[src/rtl/core/scope_capture_trigger_measure_macros.svh]
// Assertion macros for the scope capture, trigger and measure block.
// Included by the top level; expects clk and rst in scope at the point of use.
`ifndef SCOPE_CAPTURE_TRIGGER_MEASURE_MACROS_SVH
`define SCOPE_CAPTURE_TRIGGER_MEASURE_MACROS_SVH
`ifndef NO_ASSERTIONS
`define SCM_ASSERT_NOW(lbl, ante, cons, msg) \
  lbl: assert property (@(posedge clk) disable iff (rst) (ante) |-> (cons)) \
    else $error(msg);
`define SCM_ASSERT_NEXT(lbl, ante, cons, msg) \
  lbl: assert property (@(posedge clk) disable iff (rst) (ante) |=> (cons)) \
    else $error(msg);
`else
`define SCM_ASSERT_NOW(lbl, ante, cons, msg)
`define SCM_ASSERT_NEXT(lbl, ante, cons, msg)
`endif
`endif

[src/rtl/core/scm_pkg.sv]
// Shared types, constants and scaling tables for the scope capture block.
// No dependencies; used by every module in rtl/core except scm_queue.
`default_nettype none
package scm_pkg;

  localparam int SAMPLE_W    = 12;
  localparam int ROW_W       = 11;
  localparam int LEVEL_W     = 8;
  localparam int RANGE_W     = 2;
  localparam int TRIG_W      = 7;
  localparam int GAP_W       = 9;
  localparam int GAIN_W      = 10;
  localparam int PROD_W      = 22;
  localparam int RECIP_W     = 23;
  localparam int RECIP_SHIFT = 32;
  localparam int QPROD_W     = PROD_W + RECIP_W;
  localparam int CFG_INDEX_W = 1;
  localparam int CFG_DATA_W  = 8;

  // ceil(2^32 / 1000); exact floor(d / 1000) for every d below 2^22
  localparam logic [RECIP_W-1:0] RECIP_1000 = 23'd4294968;

  localparam logic [SAMPLE_W-1:0] SAMPLE_MAX = 12'hFFF;
  localparam logic [SAMPLE_W-1:0] SAMPLE_MIN = 12'h000;

  localparam logic [CFG_INDEX_W-1:0] REG_VERTICAL_RANGE = 1'b0;
  localparam logic [CFG_INDEX_W-1:0] REG_TRIGGER_LEVEL  = 1'b1;

  localparam logic [RANGE_W-1:0] RANGE_0V5 = 2'd0;
  localparam logic [RANGE_W-1:0] RANGE_1V  = 2'd1;
  localparam logic [RANGE_W-1:0] RANGE_2V  = 2'd2;
  localparam logic [RANGE_W-1:0] RANGE_4V  = 2'd3;

  localparam logic [RANGE_W-1:0] RANGE_RESET = RANGE_2V;
  localparam logic [LEVEL_W-1:0] LEVEL_RESET = 8'd100;

  localparam logic [TRIG_W-1:0] TRIG_DEFAULT = 7'd1;

  typedef struct packed {
    logic [SAMPLE_W-1:0] mid;
    logic [SAMPLE_W-1:0] disp_max;
    logic [SAMPLE_W-1:0] disp_min;
    logic [TRIG_W-1:0]   trig;
  } job_t;

  // gain in thousandths
  function automatic logic [GAIN_W-1:0] gain_milli(input logic [RANGE_W-1:0] sel);
    logic [GAIN_W-1:0] g;
    unique case (sel)
      RANGE_0V5: g = 10'd565;
      RANGE_1V:  g = 10'd300;
      RANGE_2V:  g = 10'd163;
      RANGE_4V:  g = 10'd65;
      default:   g = 10'd163;
    endcase
    return g;
  endfunction

  // row offset times 1000
  function automatic logic [PROD_W-1:0] offset_milli(input logic [RANGE_W-1:0] sel);
    logic [PROD_W-1:0] f;
    unique case (sel)
      RANGE_0V5: f = 22'd1154000;
      RANGE_1V:  f = 22'd671000;
      RANGE_2V:  f = 22'd420000;
      RANGE_4V:  f = 22'd240000;
      default:   f = 22'd420000;
    endcase
    return f;
  endfunction

endpackage
`default_nettype wire

[src/rtl/core/scm_front.sv]
// Capture front: accepts samples, writes the store, tracks extremes, scales rows
// and searches the trigger; hands a finished capture to the queue. Uses scm_pkg.
`default_nettype none
module scm_front #(
  parameter int SAMPLE_DEPTH   = 512,
  parameter int DISPLAY_WIDTH  = 240,
  parameter int TRIGGER_WINDOW = 80
) (
  input  wire logic                                  clk,
  input  wire logic                                  rst,
  input  wire logic                                  in_valid,
  output logic                                       in_ready,
  input  wire logic [scm_pkg::SAMPLE_W-1:0]          in_sample,
  input  wire logic                                  in_last,
  input  wire logic [scm_pkg::RANGE_W-1:0]           vertical_range,
  input  wire logic [scm_pkg::LEVEL_W-1:0]           trig_level,
  input  wire logic                                  store_busy,
  output logic                                       wr_en,
  output logic      [$clog2(SAMPLE_DEPTH)-1:0]       wr_addr,
  output logic      [scm_pkg::SAMPLE_W-1:0]          wr_data,
  output logic                                       job_valid,
  input  wire logic                                  job_ready,
  output scm_pkg::job_t                              job,
  output logic      [$clog2(SAMPLE_DEPTH+1)-1:0]     job_count
);

  localparam int AW  = $clog2(SAMPLE_DEPTH);
  localparam int CW  = $clog2(SAMPLE_DEPTH + 1);
  localparam int TIW = $clog2(TRIGGER_WINDOW + 1);

  logic [CW-1:0]                count;
  logic [scm_pkg::SAMPLE_W-1:0] cap_max;
  logic [scm_pkg::SAMPLE_W-1:0] cap_min;
  logic [scm_pkg::SAMPLE_W-1:0] disp_max;
  logic [scm_pkg::SAMPLE_W-1:0] disp_min;
  logic [scm_pkg::ROW_W-1:0]    prev_row;
  logic [TIW-1:0]               trig;
  logic                         drain;
  logic                         push_pend;

  logic                         acc;
  logic                         store;
  logic                         push;
  logic [scm_pkg::SAMPLE_W:0]   mid_sum;
  logic [scm_pkg::PROD_W-1:0]   offset;
  logic [scm_pkg::QPROD_W-1:0]  qprod;
  logic                         trig_hit;

  // row pipeline: multiply, absolute difference, reciprocal multiply
  logic                         p1_st, p1_lst, p2_st, p2_lst, p3_st, p3_lst;
  logic [CW-1:0]                p1_n, p2_n, p3_n;
  logic [scm_pkg::PROD_W-1:0]   p1_prod;
  logic [scm_pkg::PROD_W-1:0]   p2_diff;
  logic [scm_pkg::ROW_W-1:0]    p3_row;

  assign in_ready = !drain && !store_busy;
  assign acc      = in_valid && in_ready;
  assign store    = acc && (32'(count) < SAMPLE_DEPTH);
  assign push     = job_valid && job_ready;

  assign wr_en   = store;
  assign wr_addr = count[AW-1:0];
  assign wr_data = in_sample;

  assign offset = scm_pkg::offset_milli(vertical_range);
  assign qprod  = scm_pkg::QPROD_W'(p2_diff) * scm_pkg::QPROD_W'(scm_pkg::RECIP_1000);

  assign trig_hit = p3_st && (p3_n != '0) && (32'(p3_n) <= TRIGGER_WINDOW) &&
                    (trig == '0) &&
                    (prev_row >= scm_pkg::ROW_W'(trig_level)) &&
                    (p3_row < scm_pkg::ROW_W'(trig_level));

  assign mid_sum       = {1'b0, cap_max} + {1'b0, cap_min};
  assign job_valid     = push_pend;
  assign job.mid       = mid_sum[scm_pkg::SAMPLE_W:1];
  assign job.disp_max  = disp_max;
  assign job.disp_min  = disp_min;
  assign job.trig      = (trig == '0) ? scm_pkg::TRIG_DEFAULT : scm_pkg::TRIG_W'(trig);
  assign job_count     = count;

  always_ff @(posedge clk) begin
    p1_n    <= count;
    p1_prod <= scm_pkg::PROD_W'(in_sample) *
               scm_pkg::PROD_W'(scm_pkg::gain_milli(vertical_range));
    p2_n    <= p1_n;
    p2_diff <= (p1_prod >= offset) ? (p1_prod - offset) : (offset - p1_prod);
    p3_n    <= p2_n;
    p3_row  <= qprod[scm_pkg::RECIP_SHIFT +: scm_pkg::ROW_W];
  end

  always_ff @(posedge clk) begin
    if (rst) begin
      p1_st  <= 1'b0;
      p1_lst <= 1'b0;
      p2_st  <= 1'b0;
      p2_lst <= 1'b0;
      p3_st  <= 1'b0;
      p3_lst <= 1'b0;
    end else begin
      p1_st  <= store;
      p1_lst <= acc && in_last;
      p2_st  <= p1_st;
      p2_lst <= p1_lst;
      p3_st  <= p2_st;
      p3_lst <= p2_lst;
    end
  end

  always_ff @(posedge clk) begin
    if (rst) begin
      count     <= '0;
      cap_max   <= scm_pkg::SAMPLE_MIN;
      cap_min   <= scm_pkg::SAMPLE_MAX;
      disp_max  <= scm_pkg::SAMPLE_MIN;
      disp_min  <= scm_pkg::SAMPLE_MAX;
      prev_row  <= '0;
      trig      <= '0;
      drain     <= 1'b0;
      push_pend <= 1'b0;
    end else if (push) begin
      // capture handed off: clear for the next one
      count     <= '0;
      cap_max   <= scm_pkg::SAMPLE_MIN;
      cap_min   <= scm_pkg::SAMPLE_MAX;
      disp_max  <= scm_pkg::SAMPLE_MIN;
      disp_min  <= scm_pkg::SAMPLE_MAX;
      prev_row  <= '0;
      trig      <= '0;
      drain     <= 1'b0;
      push_pend <= 1'b0;
    end else begin
      if (acc && in_last) drain <= 1'b1;
      if (store) begin
        count <= count + 1'b1;
        if (in_sample > cap_max) cap_max <= in_sample;
        if (in_sample < cap_min) cap_min <= in_sample;
        if (32'(count) < DISPLAY_WIDTH) begin
          if (in_sample > disp_max) disp_max <= in_sample;
          if (in_sample < disp_min) disp_min <= in_sample;
        end
      end
      if (p3_st) prev_row <= p3_row;
      if (trig_hit) trig <= TIW'(p3_n);
      if (p3_lst) push_pend <= 1'b1;
    end
  end

endmodule
`default_nettype wire

[config.mk]
export PLATFORM = sky130hd
export DESIGN_NAME = scm_front
export DESIGN_NICKNAME = d
export VERILOG_FILES = /design/src/rtl/core/scope_capture_trigger_measure_macros.svh /design/src/rtl/core/scm_pkg.sv /design/src/rtl/core/scm_front.sv
export SDC_FILE = /design/constraint.sdc
export NUM_CORES = 1
export LEC_CHECK = 0
export BUFFER_PORTS_ARGS = -buffer_cell sky130_fd_sc_hd__buf_4
export CORE_MARGIN = 3
export CORE_UTILIZATION = 50
export DETAILED_ROUTE_END_ITERATION = 10
export PLACE_DENSITY = 0.67
export RECOVER_POWER = 25
export SLEW_MARGIN = 20
export SYNTH_ARGS = -nofsm -noshare
export SYNTH_HDL_FRONTEND = slang
export SYNTH_SLANG_ARGS = --single-unit
[constraint.sdc]
create_clock -name clk -period 7.6 [get_ports clk]
set_clock_uncertainty 0.2 [all_clocks]
set_input_delay 1.52 -clock clk [delete_from_list [all_inputs] [get_ports clk]]
set_output_delay 1.52 -clock clk [all_outputs]
set_load 0.05 [all_outputs]
# --- Word level (Yosys, flattened, before mapping) ---
# Cells that the tools add are included.
op_classes:
  add_sub_neg: 4
  multipliers: 2
  magnitude_cmp: 10
  n_eq_ne: 3
  muxes: 4
  n_reduce_logical: 20
ops:
  columns: ["cell", "count"]
  rows:
  - ["case mux 22 bit (4 select lines)", 1]
  - ["subtractor 22 bit", 2]
  - ["multiplier 22 x 20 -> 40 bit, second input constant", 1]
  - ["case mux 10 bit (4 select lines)", 1]
  - ["> comparator 12 bit", 2]
  - ["< comparator 12 bit", 2]
  - ["greater-or-equal comparator 22 bit", 1]
  - ["multiplier 12 x 10 -> 22 bit", 1]
  - ["2-to-1 mux 22 bit", 1]
  - ["adder 12 x 12 -> 13 bit", 1]
  - ["greater-or-equal comparator 11 x 8 -> 1 bit", 1]
  - ["< comparator 11 x 8 -> 1 bit", 1]
  - ["adder 10 x 1 -> 10 bit, second input constant", 1]
  - ["<= comparator 10 x 7 -> 1 bit, second input constant", 1]
  - ["logical AND 1 bit", 10]
  - ["< comparator 10 bit, second input constant", 1]
  - ["< comparator 10 x 8 -> 1 bit, second input constant", 1]
  - ["nonzero test 10 bit", 1]
  - ["logical NOT 7 bit", 1]
  - ["2-to-1 mux 7 bit", 1]
  - ["AND reduction 3 bit", 2]
  - ["== test 2 bit, second input constant", 2]
  - ["AND reduction 2 bit", 2]
  - ["== test 2 x 1 -> 1 bit, second input constant", 1]
  - ["other kinds (3)", 4]
word_totals:
  ff_bits: 169
  inputBits: 28
  output_inout_bits: 77
  wordCells: 64

# --- Longest topological paths before layout ---
logic_depth:
  depth_word: 6
  ltp_mapped: 22
  mapped_depth_nobuf: 22

# --- Worst setup path after synthesis ---
# Ideal clock, no wire load.
synth_path:
  path_kind: "input-to-reg"
  start: "input port vertical_range[1] (netlist name)"
  end: "register p1_prod[21] (netlist name)"
  setup_ns: 0.118
  arrival_time_ns: 6.792
  required_ns: 7.282
  slack_ns: 0.490
  path_stages: 22
  path_buffers: 1
  cell_sequence: "clkinv_1 -> ha_1 -> clkbuf_1 -> inv_1 -> nor2_1 -> fa_1 -> inv_1 -> fa_1 -> inv_1 -> fa_1 -> fa_1 -> inv_1 -> fa_1 -> inv_1 -> ha_1 -> a21o_1 -> a21o_1 -> a21o_1 -> a41oi_1 -> o21ai_0 -> a41o_1 -> xnor2_1"
synth_via:
  elab_chain_cells: 3
  elab_cells_between_ends: 6
  classes_between: "mul (1); eq/ne (3); mux (1); reduce/logical (1)"
synth_lines:
  columns: ["item", "line_no", "source"]
  rows:
  - ["start, declared", "scm_front.sv:15", "input wire logic [scm_pkg::RANGE_W-1:0] vertical_range,"]
  - ["== test 2 bit (tied with other cells)", "scm_pkg.sv:49", "unique case (sel)"]
  - ["case mux 10 bit (4 select lines) (*)", "scm_pkg.sv:49", null]
  - ["multiplier 12 x 10 -> 22 bit (*)", "scm_front.sv:83", "p1_prod <= scm_pkg::PROD_W'(in_sample) *"]
  - ["end signal, assigned", "scm_front.sv:83", null]
  - ["end, declared", "scm_front.sv:52", "logic [scm_pkg::PROD_W-1:0] p1_prod;"]
# Mark *: on every way between the ends. The rest lies on a longest branch, timed or not.
# A chain may end at the register's enable or synchronous reset.

# --- Final worst setup path ---
# Same ends and word-level chain as after synthesis.

==> run summary <==
=======================================================================================
Finish-stage setup viols                                                              0
Final hold violation count                                                            0
Count of yosys warnings during synthesis                                              0
Die extent in y                                                                  200 um
Number of buffers added by the clock tree synthesis step                             17
First-pass iteration count of the detailed router                                     5
Clock insertion delay at the later pin of the skew report                       0.44 ns
Fill cell total of the finished layout                                            3,344
Number of different library cells in the post-synthesis netlist                      73
Setup total negative slack                                                         0 ns
GP Congestion                                                                     0.883
Number of nets with antenna violations after routing                                  0
Via density per instance                                                           5.47
Top cell family by delay on the critical path                               adder cells
Number of synthesized flops with an enable pin                                        0
Fin crit share                                                                    0.909
Number of ports placed on the die boundary                                          105
Avg Inst Size Synth                                                            9.15 um2
Share of Yosys cell area claimed by the top area cell type                        0.234
Cells along the critical path                                              buf_4 -> buf_4 -> ha_1 -> nand2_1 -> fa_1 -> inv_1 -> fa_1 -> fa_1 -> fa_1 -> inv_1 -> fa_1 -> inv_1 -> ha_1 -> a21o_1 -> a21o_1 -> a21o_1 -> a41oi_1 -> o21ai_0 -> a41o_1 -> xnor2_1
Worst path required time                                                        7.72 ns
Largest area contributor in the netlist                                    sky130_fd_sc_hd__ha_1
CP startpoint kind                                                         primary input
Buffers & Inverters on Critical Path                                                  5
Number of buffers on the longest clock path                                           2
Flip-flop cell with the highest count after synthesis                      sky130_fd_sc_hd__dfxtp_1
Unrepaired setup endpoints after global routing                                      no
Post-synth ARST share                                                                 0
Placeable core region                                                        0.0368 mm2
Number of diodes                                                                      0
Worst-Margin Slew                                                               2.25 ns
Synth area leaders                                                         sky130_fd_sc_hd__ha_1 23%, sky130_fd_sc_hd__fa_1 19%, sky130_fd_sc_hd__dfxtp_1 18%
Post-Synthesis Cell Area                                                     0.0187 mm2
Crit. End Element                                                              register
Port-buffer cells                                                                   104
# DRC                                                                                 0
Library cell appearing most often on the critical path                     sky130_fd_sc_hd__fa_1
Detailed-route via count                                                         14,100
Layout Cells excl Fill                                                            2,576
Proportion of synthesized chip area in sequential cells                           0.181
Number of placed instances, taps included                                         2,544
Clock Sink Count                                                                    169
Maximum number of pins on one net before global-route repair                         37
Via count of the first global-routing pass                                       14,700
Initial antenna violation count                                                       0
Signal arrival time at the worst endpoint                                       7.03 ns
Global-route wire length before repair                                          74.7 mm
Number of violations reported at the end of detailed-routing iteration 0            649
Count of mapped cells out of synthesis                                            2,046
Die width                                                                        200 um
H-tree depth                                                                          4
Post-CTS setup buffer count                                                           0
#FFs+latches synth                                                                  169
Critical-path top delay cell                                               sky130_fd_sc_hd__fa_1
Hold-fix buffers at CTS                                                               0
Mean routed wirelength per cell                                                 17.5 um
Worst slew margin                                                                -0.522
Max-slew violations                                                                  48
Fraction of layout cells with a size suffix above 1                              0.0783
Clock-pin slew on the worst setup and hold paths                                0.08 ns
Post-layout net count                                                             2,650
Root buf cell                                                              sky130_fd_sc_hd__clkbuf_16
Row count                                                                            70
Post-cts resize count                                                                 0
Crit Path Category                                                            in -> reg
Result of the run                                                          finished, violations left
Syn nets                                                                          2,601
Maximum single-stage delay on the critical path                                 0.55 ns
Max capacitance violation total                                                       2
Maximum clock frequency                                                         145 MHz
Die area                                                                     0.0398 mm2
Violations in the final reports                                            max-capacitance violations, max-slew violations
Clock tree from TritonCTS                                                          done
GRT Util Overall                                                                  0.235
Total wire length after detailed routing                                        45.0 mm
Placed wire-length estimate after detailed placement                            37.1 mm
Top fanout value on the critical path                                                12
Initial core utilization                                                          0.509
Total congestion overflow                                                             0
Classification of the worst-slack hold path                                  reg -> reg
Synth-to-Final Area Change                                                        8.46%
Clock period minus worst slack                                                  6.91 ns
=======================================================================================
cells in the mapped netlist (16+ instances only):
cell / count
sky130_fd_sc_hd__xnor2_1: 40
sky130_fd_sc_hd__a21o_1: 63
sky130_fd_sc_hd__and3_1: 20
sky130_fd_sc_hd__buf_4: 23
sky130_fd_sc_hd__xor2_1: 28
sky130_fd_sc_hd__nand2_1: 83
sky130_fd_sc_hd__a21oi_1: 79
sky130_fd_sc_hd__o21ai_0: 65
sky130_fd_sc_hd__nand4_1: 25
sky130_fd_sc_hd__nor3_1: 16
sky130_fd_sc_hd__mux2i_1: 53
sky130_fd_sc_hd__nor2b_1: 39
sky130_fd_sc_hd__ha_1: 350
sky130_fd_sc_hd__and2_1: 26
sky130_fd_sc_hd__buf_2: 16
sky130_fd_sc_hd__fa_1: 177
sky130_fd_sc_hd__dfxtp_1: 169
sky130_fd_sc_hd__inv_1: 383
sky130_fd_sc_hd__a211oi_1: 17
sky130_fd_sc_hd__clkbuf_1: 42
sky130_fd_sc_hd__nor2_1: 95
sky130_fd_sc_hd__nand3_1: 70
sky130_fd_sc_hd__nand2b_1: 22
worst reg2reg max path: stages, from the launching register on:
cell and delay [ns]:
sky130_fd_sc_hd__dfxtp_1 0.56, sky130_fd_sc_hd__ha_1 0.31, sky130_fd_sc_hd__ha_1 0.25, sky130_fd_sc_hd__fa_1 0.55, sky130_fd_sc_hd__inv_1 0.05, sky130_fd_sc_hd__fa_1 0.49
sky130_fd_sc_hd__inv_1 0.06, sky130_fd_sc_hd__fa_1 0.51, sky130_fd_sc_hd__fa_1 0.54, sky130_fd_sc_hd__inv_1 0.05, sky130_fd_sc_hd__fa_1 0.50, sky130_fd_sc_hd__inv_1 0.07
sky130_fd_sc_hd__ha_1 0.38, sky130_fd_sc_hd__and4_1 0.25, sky130_fd_sc_hd__nand2_1 0.07, sky130_fd_sc_hd__nor3_1 0.06, sky130_fd_sc_hd__a41o_1 0.24, sky130_fd_sc_hd__or3_1 0.42
sky130_fd_sc_hd__o211a_1 0.25, sky130_fd_sc_hd__a311oi_1 0.27
registers in the layout, indices dropped and copies added, names as in the netlist:
signal     cells
drain          1
cap_min       12
p3_row        11
p3_lst         1
p2_lst         1
p1_prod       22
trig           7
p3_st          1
job_valid      1
p2_n          10
p1_st          1
job_count     10
p2_st          1
prev_row      11
p1_lst         1
cap_max       12
p1_n          10
p2_diff       22
p3_n          10
disp_max      12
disp_min      12
cells by family (layout without fill, tap and decap cells):
logic type / count (synthesis) / in the layout / share of synthesized area
adders and majority gates: 527 / 527 / 0.423
xor gates and xnor gates: 68 / 68 / 0.0318
buffers and inverters: 471 / 533 / 0.101
DFF: 169 / 169 / 0.181
AOI/OAI and AO/OA: 332 / 332 / 0.119
muxes: 55 / 55 / 0.0295
and+or+nand+nor: 424 / 424 / 0.114
stage by stage:
step / hold WS (ns) / utilization / setup WS, ns / cell area (um2)
floorplan: 0.110 / - / 0.490 / 18700
global placement: 0.112 / 0.537 / 0.440 / 19700
detailed placement: 0.112 / 0.537 / 0.256 / 19800
CTS: 0.129 / 0.553 / 0.714 / 20400
global route: 0.126 / 0.552 / 0.395 / 20300
finish: 0.124 / 0.552 / 0.690 / 20300
final cells by class:
cell class	instances	area (um2)	area share
clock buffer	17	425	0.0209
timing repair buffer	117	845	0.0416
clock inverter	15	179	0.00881
inverter	384	1440	0.0710
multi-input combinational	1406	13400	0.662
sequential	169	3380	0.167
tap	468	586	0.0288
path summary, 6_finish.rpt:
| kind | from | to | slack, ns | depth (start not counted) |
|---|---|---|---|---|
| max | vertical_range[1] | p1_prod[21] | 0.69 | 20 |
| min | p1_n[8] | p2_n[8] | 0.12 | 0 |
| max reg2reg | p2_diff[7] | p3_row[7] | 1.42 | 19 |
| min reg2reg | p1_n[8] | p2_n[8] | 0.12 | 0 |
placed cells by master, fill, tap and decap left out, drive strengths merged, types with 26 or more instances in the layout:
| cell type | synthesis | routed |
|---|---|---|
| nand3 | 70 | 70 |
| o21ai | 69 | 69 |
| a21oi | 80 | 80 |
| nand2 | 84 | 84 |
| nor2 | 95 | 95 |
| xnor2 | 40 | 40 |
| buf | 45 | 108 |
| a21o | 63 | 63 |
| inv | 383 | 391 |
| nor2b | 39 | 39 |
| and2 | 26 | 26 |
| mux2i | 53 | 53 |
| xor2 | 28 | 28 |
| clkbuf | 42 | 26 |
| dfxtp | 169 | 169 |
| fa | 177 | 177 |
| ha | 350 | 350 |
routing by layer:
| layer | vias up | share of wire | GRT usage |
|---|---|---|---|
| li1 | 6869 | - | - |
| met1 | 6841 | 0.45 | 0.306 |
| met2 | 318 | 0.49 | 0.405 |
| met3 | 59 | 0.039 | 0.0363 |
| met4 | 0 | 0.024 | 0.0711 |
| met5 | - | 0 | 0 |
Power is not shown: default switching activity piles up to over one toggle a cycle in this logic, so the estimate is an artifact.
