## src/rtl/core/scope_capture_trigger_measure_macros.svh

```systemverilog
// Assertion macros for the scope capture, trigger and measure block.
// Included by the top level; expects clk and rst in scope at the point of use.
`ifndef SCOPE_CAPTURE_TRIGGER_MEASURE_MACROS_SVH
`define SCOPE_CAPTURE_TRIGGER_MEASURE_MACROS_SVH
`ifndef NO_ASSERTIONS
`define SCM_ASSERT_NOW(lbl, ante, cons, msg) \
  lbl: assert property (@(posedge clk) disable iff (rst) (ante) |-> (cons)) \
    else $error(msg);
`define SCM_ASSERT_NEXT(lbl, ante, cons, msg) \
  lbl: assert property (@(posedge clk) disable iff (rst) (ante) |=> (cons)) \
    else $error(msg);
`else
`define SCM_ASSERT_NOW(lbl, ante, cons, msg)
`define SCM_ASSERT_NEXT(lbl, ante, cons, msg)
`endif
`endif

```

## src/rtl/core/scm_pkg.sv

```systemverilog
// Shared types, constants and scaling tables for the scope capture block.
// No dependencies; used by every module in rtl/core except scm_queue.
`default_nettype none
package scm_pkg;

  localparam int SAMPLE_W    = 12;
  localparam int ROW_W       = 11;
  localparam int LEVEL_W     = 8;
  localparam int RANGE_W     = 2;
  localparam int TRIG_W      = 7;
  localparam int GAP_W       = 9;
  localparam int GAIN_W      = 10;
  localparam int PROD_W      = 22;
  localparam int RECIP_W     = 23;
  localparam int RECIP_SHIFT = 32;
  localparam int QPROD_W     = PROD_W + RECIP_W;
  localparam int CFG_INDEX_W = 1;
  localparam int CFG_DATA_W  = 8;

  // ceil(2^32 / 1000); exact floor(d / 1000) for every d below 2^22
  localparam logic [RECIP_W-1:0] RECIP_1000 = 23'd4294968;

  localparam logic [SAMPLE_W-1:0] SAMPLE_MAX = 12'hFFF;
  localparam logic [SAMPLE_W-1:0] SAMPLE_MIN = 12'h000;

  localparam logic [CFG_INDEX_W-1:0] REG_VERTICAL_RANGE = 1'b0;
  localparam logic [CFG_INDEX_W-1:0] REG_TRIGGER_LEVEL  = 1'b1;

  localparam logic [RANGE_W-1:0] RANGE_0V5 = 2'd0;
  localparam logic [RANGE_W-1:0] RANGE_1V  = 2'd1;
  localparam logic [RANGE_W-1:0] RANGE_2V  = 2'd2;
  localparam logic [RANGE_W-1:0] RANGE_4V  = 2'd3;

  localparam logic [RANGE_W-1:0] RANGE_RESET = RANGE_2V;
  localparam logic [LEVEL_W-1:0] LEVEL_RESET = 8'd100;

  localparam logic [TRIG_W-1:0] TRIG_DEFAULT = 7'd1;

  typedef struct packed {
    logic [SAMPLE_W-1:0] mid;
    logic [SAMPLE_W-1:0] disp_max;
    logic [SAMPLE_W-1:0] disp_min;
    logic [TRIG_W-1:0]   trig;
  } job_t;

  // gain in thousandths
  function automatic logic [GAIN_W-1:0] gain_milli(input logic [RANGE_W-1:0] sel);
    logic [GAIN_W-1:0] g;
    unique case (sel)
      RANGE_0V5: g = 10'd565;
      RANGE_1V:  g = 10'd300;
      RANGE_2V:  g = 10'd163;
      RANGE_4V:  g = 10'd65;
      default:   g = 10'd163;
    endcase
    return g;
  endfunction

  // row offset times 1000
  function automatic logic [PROD_W-1:0] offset_milli(input logic [RANGE_W-1:0] sel);
    logic [PROD_W-1:0] f;
    unique case (sel)
      RANGE_0V5: f = 22'd1154000;
      RANGE_1V:  f = 22'd671000;
      RANGE_2V:  f = 22'd420000;
      RANGE_4V:  f = 22'd240000;
      default:   f = 22'd420000;
    endcase
    return f;
  endfunction

endpackage
`default_nettype wire

```

## src/rtl/core/scm_back.sv

```systemverilog
// Measure back: scans the stored capture for the mid crossings and holds the
// finished result in an output register. Uses scm_pkg.
`default_nettype none
module scm_back #(
  parameter int SAMPLE_DEPTH = 512
) (
  input  wire logic                                  clk,
  input  wire logic                                  rst,
  input  wire logic                                  job_valid,
  output logic                                       job_ready,
  input  wire scm_pkg::job_t                         job,
  input  wire logic [$clog2(SAMPLE_DEPTH+1)-1:0]     job_count,
  output logic      [$clog2(SAMPLE_DEPTH)-1:0]       rd_addr,
  input  wire logic [scm_pkg::SAMPLE_W-1:0]          rd_data,
  output logic                                       busy,
  output logic                                       out_valid,
  input  wire logic                                  out_ready,
  output logic      [scm_pkg::SAMPLE_W-1:0]          out_max,
  output logic      [scm_pkg::SAMPLE_W-1:0]          out_min,
  output logic      [scm_pkg::TRIG_W-1:0]            out_trig,
  output logic      [scm_pkg::GAP_W-1:0]             out_gap,
  output logic                                       out_gap_valid
);

  localparam int AW = $clog2(SAMPLE_DEPTH);
  localparam int CW = $clog2(SAMPLE_DEPTH + 1);

  typedef enum logic [1:0] {
    ST_IDLE = 2'b01,
    ST_SCAN = 2'b10
  } back_state_t;

  back_state_t                  state;
  back_state_t                  state_next;
  scm_pkg::job_t                cur;
  logic [CW-1:0]                cnt;
  logic [CW-1:0]                rp;
  logic                         rd_valid;
  logic [CW-1:0]                rd_idx;
  logic [scm_pkg::SAMPLE_W-1:0] w0;
  logic [scm_pkg::SAMPLE_W-1:0] w1;
  logic                         up;
  logic [CW-1:0]                first;

  logic                         pop;
  logic                         issue;
  logic                         proc;
  logic                         eval;
  logic [CW-1:0]                idx;
  logic                         hit_up;
  logic                         hit_down;
  logic                         done;

  assign busy      = (state == ST_SCAN);
  assign job_ready = (state == ST_IDLE) && !out_valid;
  assign pop       = job_valid && job_ready;
  assign issue     = busy && (rp < cnt);
  assign rd_addr   = rp[AW-1:0];
  assign proc      = busy && rd_valid;
  assign eval      = proc && (32'(rd_idx) >= 2);
  assign idx       = rd_idx - 1'b1;
  assign hit_up    = eval && !up && (w0 < cur.mid) && (rd_data > cur.mid);
  assign hit_down  = eval && up && (w0 > cur.mid) && (rd_data < cur.mid);
  // stop on the second crossing, on the last stored sample, or on a short capture
  assign done      = busy && ((32'(cnt) < 3) || hit_down ||
                              (proc && (rd_idx == cnt - 1'b1)));

  always_comb begin
    state_next = state;
    unique case (state)
      ST_IDLE: if (pop)  state_next = ST_SCAN;
      ST_SCAN: if (done) state_next = ST_IDLE;
      default:           state_next = ST_IDLE;
    endcase
  end

  always_ff @(posedge clk) begin
    if (pop) begin
      cur <= job;
      cnt <= job_count;
    end
    rd_idx <= rp;
    if (proc) begin
      w0 <= w1;
      w1 <= rd_data;
    end
    if (hit_up) first <= idx;
    if (done) begin
      out_max       <= cur.disp_max;
      out_min       <= cur.disp_min;
      out_trig      <= cur.trig;
      out_gap       <= hit_down ? scm_pkg::GAP_W'(idx - first) : '0;
      out_gap_valid <= hit_down;
    end
  end

  always_ff @(posedge clk) begin
    if (rst) begin
      state     <= ST_IDLE;
      rp        <= '0;
      rd_valid  <= 1'b0;
      up        <= 1'b0;
      out_valid <= 1'b0;
    end else begin
      state    <= state_next;
      rd_valid <= issue;
      if (pop) begin
        rp <= '0;
        up <= 1'b0;
      end else if (issue) begin
        rp <= rp + 1'b1;
      end
      if (hit_up) up <= 1'b1;
      if (done) begin
        out_valid <= 1'b1;
      end else if (out_valid && out_ready) begin
        out_valid <= 1'b0;
      end
    end
  end

endmodule
`default_nettype wire
```

## config.mk

```make
export PLATFORM = sky130hd
export DESIGN_NAME = scm_back
export DESIGN_NICKNAME = d
export VERILOG_FILES = /design/src/rtl/core/scope_capture_trigger_measure_macros.svh /design/src/rtl/core/scm_pkg.sv /design/src/rtl/core/scm_back.sv
export SDC_FILE = /design/constraint.sdc
export NUM_CORES = 1
export LEC_CHECK = 0
export BUFFER_PORTS_ARGS = -buffer_cell sky130_fd_sc_hd__buf_4
export CORE_MARGIN = 1.5
export CORE_UTILIZATION = 55
export DETAILED_ROUTE_END_ITERATION = 10
export GPL_ROUTABILITY_DRIVEN = 0
export PLACE_DENSITY = 0.79
export SLEW_MARGIN = 40
export SYNTH_ARGS = -nofsm -noshare
export SYNTH_HDL_FRONTEND = slang
export SYNTH_SLANG_ARGS = --single-unit
```

## constraint.sdc

```tcl
create_clock -name clk -period 5.8 [get_ports clk]
set_input_delay 0.58 -clock clk [delete_from_list [all_inputs] [get_ports clk]]
set_output_delay 0.58 -clock clk [all_outputs]
set_load 0.005 [all_outputs]
```

After elaboration in Yosys (flattened, before gate mapping) --
Cells that the tools add are included.
Storage, ports and cells: flip-flop bits (word level) 152, logic and storage cells 64
Cells by class: add/sub/neg operators 4, $lt $le $gt $ge 7, equal/unequal tests 5, muxes and demuxes 7, reduce and logical (&&, ||, !) cells 22
Operators with widths (count):
- 12-bit > comparator | 2
- 12-bit less-than comparator | 2
- 1-bit logical AND | 14
- 10-bit by 1-bit adder with 10-bit output (second input constant) | 1
- 10-bit equality test | 1
- 10-bit by 2-bit greater-or-equal comparator with 1-bit output (second input constant) | 1
- 10-bit less-than comparator | 1
- 10-bit by 2-bit less-than comparator with 1-bit output (second input constant) | 1
- 10-bit by 1-bit subtractor with 10-bit output (second input constant) | 1
- 9-bit by 1-bit subtractor with 9-bit output (second input constant) | 1
- 9-bit subtractor | 1
- 1-bit two-way mux | 4
- 2-bit two-way mux | 2
- 2-bit case mux with 2 select lines | 1
- 2-bit nonzero test | 2
- 2-bit by 1-bit equality test with 1-bit output (second input constant) | 1
- 2-bit equality test (second input constant) | 1
- 1-bit zero test | 2
- 1-bit logical OR | 2
- 2-bit by 1-bit != test with 1-bit output (second input constant) | 1
- 2-bit != test (second input constant) | 1
- 2-bit AND reduction | 1
- 2-bit OR reduction | 1

Depth between registers and ports, before layout --
Gate-level depths: netlist (run 1).
depth after elaboration 11, depth in mapped cells 11, depth with buffers taken out 11

Worst setup path before layout (run 1) --
OpenSTA, ideal clock, no wires.
kind flip-flop to flip-flop, start point register cnt[0], end point register out_gap[0] (netlist bit), enable pin, data arrival time 3950 ps, data required time 5360 ps, setup slack 1411 ps, stages on the path, launching flop included 11, buffers on the path 1, cells stage by stage edfxtp_1 inv_1 ha_1 clkbuf_1 o21bai_1 a211oi_1 o21ai_0 and3_1 or4_4 and3_4 nor2_1
On the way: word-level cells in the longest chain between the ends 5, elaborated cells between the ends (all ways) 7
RTL lines:
- from (decl) | line scm_back.sv:36 | logic [CW-1:0] cnt;
- from (signal assigned) | line scm_back.sv:80 | cnt <= job_count;
- 10-bit by 1-bit subtractor with 10-bit output | line scm_back.sv:66 | (proc && (rd_idx == cnt - 1'b1)));
- 10-bit equality test | line scm_back.sv:66
- 1-bit logical AND | line scm_back.sv:66
- 1-bit logical OR (*) | line scm_back.sv:65 | assign done = busy && ((32'(cnt) < 3) || hit_down ||
- 1-bit logical AND (*) | line scm_back.sv:65
- net done | line scm_back.sv:52 | logic done;
- to (signal assigned) | line scm_back.sv:92 | out_gap <= hit_down ? scm_pkg::GAP_W'(idx - first) : '0;
- to (decl) | line scm_back.sv:21 | output logic [scm_pkg::GAP_W-1:0] out_gap,
Mark *: on every way through the listed nets, which the timed path passes. The rest lies on a longest branch. A chain may end at the register's enable or synchronous reset.

Final worst setup path (run 1) --
start point register cnt[0], end point register out_min[9] (netlist bit), enable pin
On the way: word-level cells in the longest chain between the ends 5, elaborated cells between the ends (all ways) 7
RTL lines:
- 10-bit by 1-bit subtractor with 10-bit output | line scm_back.sv:66
- 10-bit equality test | line scm_back.sv:66
- 1-bit logical AND | line scm_back.sv:66
- 1-bit logical OR (*) | line scm_back.sv:65
- 1-bit logical AND (*) | line scm_back.sv:65
- net done | line scm_back.sv:52
- to (signal assigned) | line scm_back.sv:90 | out_min <= cur.disp_min;
- to (decl) | line scm_back.sv:19 | output logic [scm_pkg::SAMPLE_W-1:0] out_min,
Marks and branches as above.

==> results.yml, run 1 <==
detailed_routing:
  first_iter_violations: 269
  avgViaCountPerCell: 5.51
  finalWirelength_mm: 12.4
  drt_pass1_iterations: 4
  drcViolationCount: 0
  ant_nets: 0
  wire_per_inst_um: 16.7
  vias: 4077
clock_tree:
  clk_path_buf_depth: 2
  hold_buffers: 0
  ctsResizeCount: 0
  cts.htree.levels: 4
  cts_tree: "built"
  cts_root_buf: "clkbuf_16"
  post_cts_buffers: 0
  clkLatencyLatePin_ps: 420
  cts_inserted_buffers: 17
  cts_sinks: 152
  cts.clk_slew.worst_paths_ps: 60
finish:
  drive_above_1_share_pct: 27.3
  area_growth_pct: 25.4
  fin_cells: 740
  diodes: 0
  fin_nets: 700
  design_area_mm2: 0.00806
  utilization_pct: 70.6
critical_path:
  path_max_fanout: 21
  cp_data_arrival_time_ps: 3470
  worstPathRequired_ps: 5930
  cp_cell_sequence: "inv_1 -> ha_1 -> o21bai_1 -> a211oi_1 -> o21ai_0 -> and3_1 -> or4_4 -> and3_4 -> nor2_4 -> buf_16 -> buf_8"
  startpoint: "cnt[0]$_DFFE_PP_"
  r2r-start: "cnt[0]$_DFFE_PP_"
  cp-start-kind: "flop"
  r2r_slack_ps: 2460
  crit_type: "reg -> reg"
  rr_worst_depth: 11
  timing.rr.end: "out_min[9]$_DFFE_PP_"
  cpMaxStageDelayCell: "edfxtp_1"
  worst_path_largest_cell_delay_ps: 530
  endpoint_kind: "flop"
floorplan:
  rows: 39
  fp.dieH_um: 111
  ios: 122
  fp.coreArea_mm2: 0.0114
  die-width_um: 111
  start_util_pct: 56.3
  die_area_mm2: 0.0123
synth:
  ys.flop_type: "edfxtp_1"
  ys_ff_latch: 152
  synthArstFlopShare_pct: 0
  yosysSeqAreaShare_pct: 67.1
  syn_nets: 571
  syn_area_per_cell_um2: 14.1
  yosysTopAreaCell: "edfxtp_1"
  synth_top_family_by_area: "adder cells"
  synth_edf_count: 127
  synth_top_area_share_pct: 59.3
  synthSimpleGateAreaFrac_pct: 9.15
  synth_area_leaders: "edfxtp_1 (59%), ha_1 (9.0%), dfxtp_1 (7.8%)"
  ys_warn_count: 0
  syn_inst: 455
  syn_area_mm2: 0.00643
  synthAdderAreaFrac_pct: 9.26
  synth_mux_area_share_pct: 0.156
  synth-compound-area-share_pct: 6.81
  synth_xor_area_share_pct: 3.68
  synth_cell_types: 50
sta:
  rsz0062_at_grt: "no"
  tightest_slew_ps: 725
  period_needed_ps: 3340
  max_freq_mhz: 300
  holdWs_ps: 329
  finalHoldViolations: 0
  skew_ps: 7.92
  setup_viol: 0
  slew_viol_final: 0
  tns_ps: 0
  slew_headroom_pct: 51.7
  setup_ws_ps: 2460
  min_period_over_period_pct: 57.5
power_and_ir_drop:
  powerDensity_mw_per_mm2: 300
  power_mw: 2.42
  p_leak_nw: 3.31
  ir_drop_mv: 0.224
run_status:
  status: "complete, no violations"
global_route:
  met2_usage_pct: 34.8
  grt_pass1_vias: 4119
  antenna_found_initial: 0
  gr-usage-all-layers_pct: 21.2
  grt.met3_usage_pct: 6.62
  grt_start_max_net_pins: 57
  grt_pass1_wl_mm: 20.0
  grt_overflow: 0
  grt.busiest_layer: "met2"
  grt_use_met1_pct: 26.0
place:
  placed_cell_area_mm2: 0.00749
  dp_hpwl_mm: 9.04
  dp_cells: 708
  dp_slack_ps: 2370
  port_buffers: 121
min_path:
  hp-class: "in -> reg"
  hp-start: "job[40]"
  min_to: "cur[40]$_DFFE_PP_"
  holdPathStages: 1
run:
  maxCapViolations: 0
-- critical path: cells and delay by family, from the launching register on --
family	cells	cell delay, ps
adders and majority gates	1	310
DFF	1	530
buffers and inverters	3	460
and+or+nand+nor	4	1190
AOI/OAI and AO/OA	3	540
-- state kept, by name, indices dropped and copies added, names as in the netlist, 7 cells and up --
signal    flops
first         9
w1           12
cnt          10
out_trig      7
rp           10
out_min      12
cur          43
out_max      12
w0           12
rd_idx       10
out_gap       9
-- per-layer routing --
metal  up-vias  share of wire (%)
li1       1937                  -
met1      1933                 42
met2       177                 48
met3        30                7.5
met4         0                2.7
met5         -                  0
-- Yosys cell counts, drive strengths merged (4+ instances only) --
| master | instances |
|---|---|
| a21o | 6 |
| a21oi | 23 |
| and3 | 5 |
| buf | 10 |
| clkbuf | 5 |
| dfxtp | 25 |
| edfxtp | 127 |
| ha | 46 |
| inv | 42 |
| nand2 | 17 |
| nand2b | 5 |
| nand3 | 12 |
| nand4 | 9 |
| nor2 | 18 |
| nor2b | 6 |
| nor3 | 9 |
| nor4 | 5 |
| o21ai | 10 |
| o31ai | 5 |
| or3 | 4 |
| or4 | 4 |
| xnor2 | 17 |
| xor2 | 10 |
-- power by group --
part           leakage (nW)  internal [mW]  switching (mW)
Combinational          1.63         0.0627          0.0674
Sequential             1.40           1.21          0.0146
Clock                 0.279          0.666           0.394
Total                  3.31           1.94           0.477
-- final cells by class --
cell class / count / area, um2
Inverter: 42 / 158
Sequential cell: 152 / 4310
Clock inverter: 12 / 133
Clock buffer: 20 / 437
Tap cell: 143 / 179
Multi-Input combinational cell: 246 / 1880
Timing Repair Buffer: 125 / 966
Fill cell: 796 / 3360
-- how the worst max path moves through the flow --
stage | end | slack [ps] | depth (start not counted)
floorplan | out_gap[0]$_SDFFCE_PN0P_ | 1410 | 10
global placement | out_max[9]$_DFFE_PP_ | 2200 | 9
detailed placement | out_max[9]$_DFFE_PP_ | 2370 | 11
CTS | out_max[4]$_DFFE_PP_ | 2450 | 11
global route | out_trig[4]$_DFFE_PP_ | 2230 | 11
finish | out_min[9]$_DFFE_PP_ | 2460 | 11
-- cell families after synthesis --
logic type	Yosys count
flops	152
simple gates	105
compound gates	66
buf+inv	57
fa+ha+maj	47
xor+xnor	27
mux	1
-- cells in the final DEF (no fill, tap or decap), types with 10 or more instances in the layout --
master	instances
dfxtp_1	25
nor2_1	17
nand3_1	12
clkbuf_16	17
inv_1	41
a21oi_1	23
buf_4	123
edfxtp_1	127
xnor2_1	17
nand2_1	17
xor2_1	10
ha_1	46
(Power assumes the default switching activity.)
==> inputs of run 2 (changes only) <==
- CORE_UTILIZATION: 55 -> 50
- PLACE_DENSITY: 0.79 -> 0.76
- clock period: 5.8 -> 2.7 ns (I/O delays scaled with it)
==> results.yml, run 2 (synthesized netlist as in run 1, its figures left out) <==
finish:
  drive_above_1_share_pct: 32.5
  fin_nets: 728
  regMostFlops: "cur"
  final_common_cell: "buf_4"
  multi_input_area_mm2: 0.00192
  final-seq-area_mm2: 0.00432
  fin_cells: 797
  nFillCells: 871
  utilization_pct: 67.3
  diodes: 0
  final_cell_mix: "buf_4 (144), edfxtp_1 (127), ha_1 (45)"
  largest_reg_flops: 43
  area_growth_pct: 31.6
sta:
  min_period_over_period_pct: 98.3
  period_needed_ps: 2660
  max_freq_mhz: 377
  finalHoldViolations: 0
  rsz0062_at_grt: "yes"
  setup_viol: 0
  skew_ps: 5.34
  tightest_slew_ps: 448
  holdWs_ps: 24.2
  slew_headroom_pct: 69.9
  slew_viol_final: 0
clock_tree:
  clk_path_buf_depth: 2
  cts.clk_slew.worst_paths_ps: 60
  cts.htree.levels: 4
  cts_root_buf: "clkbuf_16"
  hold_buffers: 0
  clkLatencyLatePin_ps: 420
  cts_tree: "built"
  cts_inserted_buffers: 17
  cts_sinks: 152
global_route:
  antenna_found_initial: 0
  grt_pass1_wl_mm: 19.3
  grt_pass1_vias: 3924
  gr-usage-all-layers_pct: 19.2
  grt_start_max_net_pins: 42
  grt_overflow: 0
min_path:
  hp-start: "job[40]"
  min_to: "cur[40]$_DFFE_PP_"
  hp-class: "in -> reg"
  holdPathStages: 1
critical_path:
  worstPathRequired_ps: 2840
  timing.rr.end: "out_max[0]$_DFFE_PP_"
  crit_type: "reg -> reg"
  path_max_fanout: 7
  cp-start-kind: "flop"
  rr_worst_depth: 9
  r2r_slack_ps: 40
  cp_data_arrival_time_ps: 2790
  r2r-start: "cnt[3]$_DFFE_PP_"
  endpoint_kind: "flop"
run:
  maxCapViolations: 0
floorplan:
  die_area_mm2: 0.0135
  fp.dieH_um: 116
  rows: 41
  ios: 122
  fp.coreArea_mm2: 0.0126
  start_util_pct: 51.2
  die-width_um: 116
power_and_ir_drop:
  p_leak_nw: 3.48
  power_mw: 5.28
  powerDensity_mw_per_mm2: 624
  ir_drop_mv: 0.323
detailed_routing:
  drcViolationCount: 0
  finalWirelength_mm: 13.0
  wire_per_inst_um: 16.3
  avgViaCountPerCell: 5.14
  vias: 4100
  first_iter_violations: 296
  ant_nets: 0
  drt_pass1_iterations: 4
run_status:
  status: "complete, no violations"
place:
  dp_hpwl_mm: 8.97
  port_buffers: 121
  dp_cells: 749
-- run 2: cell count changes in the layout (fill, tap and decap cells not counted), moves of 2 or more --
cell and delta:
clkinvlp_4 +3, o21ai_1 +3, clkbuf_16 +3, clkinv_1 -4, buf_6 +2, buf_12 +4, buf_4 +21, o21ai_0 -3
dfxtp_1 -2, dfxtp_2 +2
-- run 2: critical path, stage by stage (launching register included) --
cell       delay, ps
edfxtp_1         430
nor4_4           420
and2b_1          180
nand4_1           80
and3_1           160
or4_4            520
and3_4           180
nor2_4           100
buf_12           150
clkbuf_16        150
-- run 2: final cells by class --
type                       instances  area share, %
inverter                          42           1.86
multi-input combinational        246           22.7
tap                              172           2.54
sequential                       152           51.0
clock buffer                      19           5.12
timing repair buffer             153           14.9
clock inverter                    13           1.82
-- run 2: where the power goes --
| part | leakage [nW] | switching, mW | internal [mW] |
|---|---|---|---|
| combinational | 1.80 | 0.156 | 0.157 |
| sequential | 1.40 | 0.0244 | 2.61 |
| clock | 0.281 | 0.890 | 1.44 |
-- run 2: metal layers --
layer / up-vias / global-route usage, % / routed length [um] / share of wire (%)
li1: 1990 / - / - / -
met5: - / 0 / 0 / 0
met2: 155 / 31.3 / 6230 / 48
met4: 0 / 9.11 / 352 / 2.7
met1: 1925 / 23.9 / 5440 / 42
met3: 30 / 5.09 / 936 / 7.2
-- run 2: how the worst max path moves through the flow --
stage	start	end	slack [ps]	cells after the start
2_1_floorplan	cnt[0]$_DFFE_PP_	out_gap[0]$_SDFFCE_PN0P_	-410	10
3_3_place_gp	cnt[4]$_DFFE_PP_	out_max[0]$_DFFE_PP_	50	8
5_1_grt	cnt[0]$_DFFE_PP_	out_gap[6]$_SDFFCE_PN0P_	-80	11
3_5_place_dp	cnt[4]$_DFFE_PP_	out_min[0]$_DFFE_PP_	-20	8
4_1_cts	cnt[0]$_DFFE_PP_	out_trig[2]$_DFFE_PP_	7	10
6_report	cnt[3]$_DFFE_PP_	out_max[0]$_DFFE_PP_	40	9
-- run 2: through the flow --
step / area, um2 / TNS (ps) / setup slack, ps
after detailed placement: 7620 / -950 / -25.0
after CTS: 8210 / 0 / 7.07
final: 8460 / 0 / 45.0
after floorplan: 6450 / -16630 / -406
after global routing: 8460 / -2790 / -81.2
after global placement: 7620 / 0 / 46.1
-- run 2: timing repair --
| action | CTS | global route |
|---|---|---|
| setup endpoints to repair | 41 | 51 |
| gates resized for setup | 0 | 15 |
| cloned | 0 | 6 |
| pin swaps | 1 | 6 |
| setup buffers | 1 | 9 |
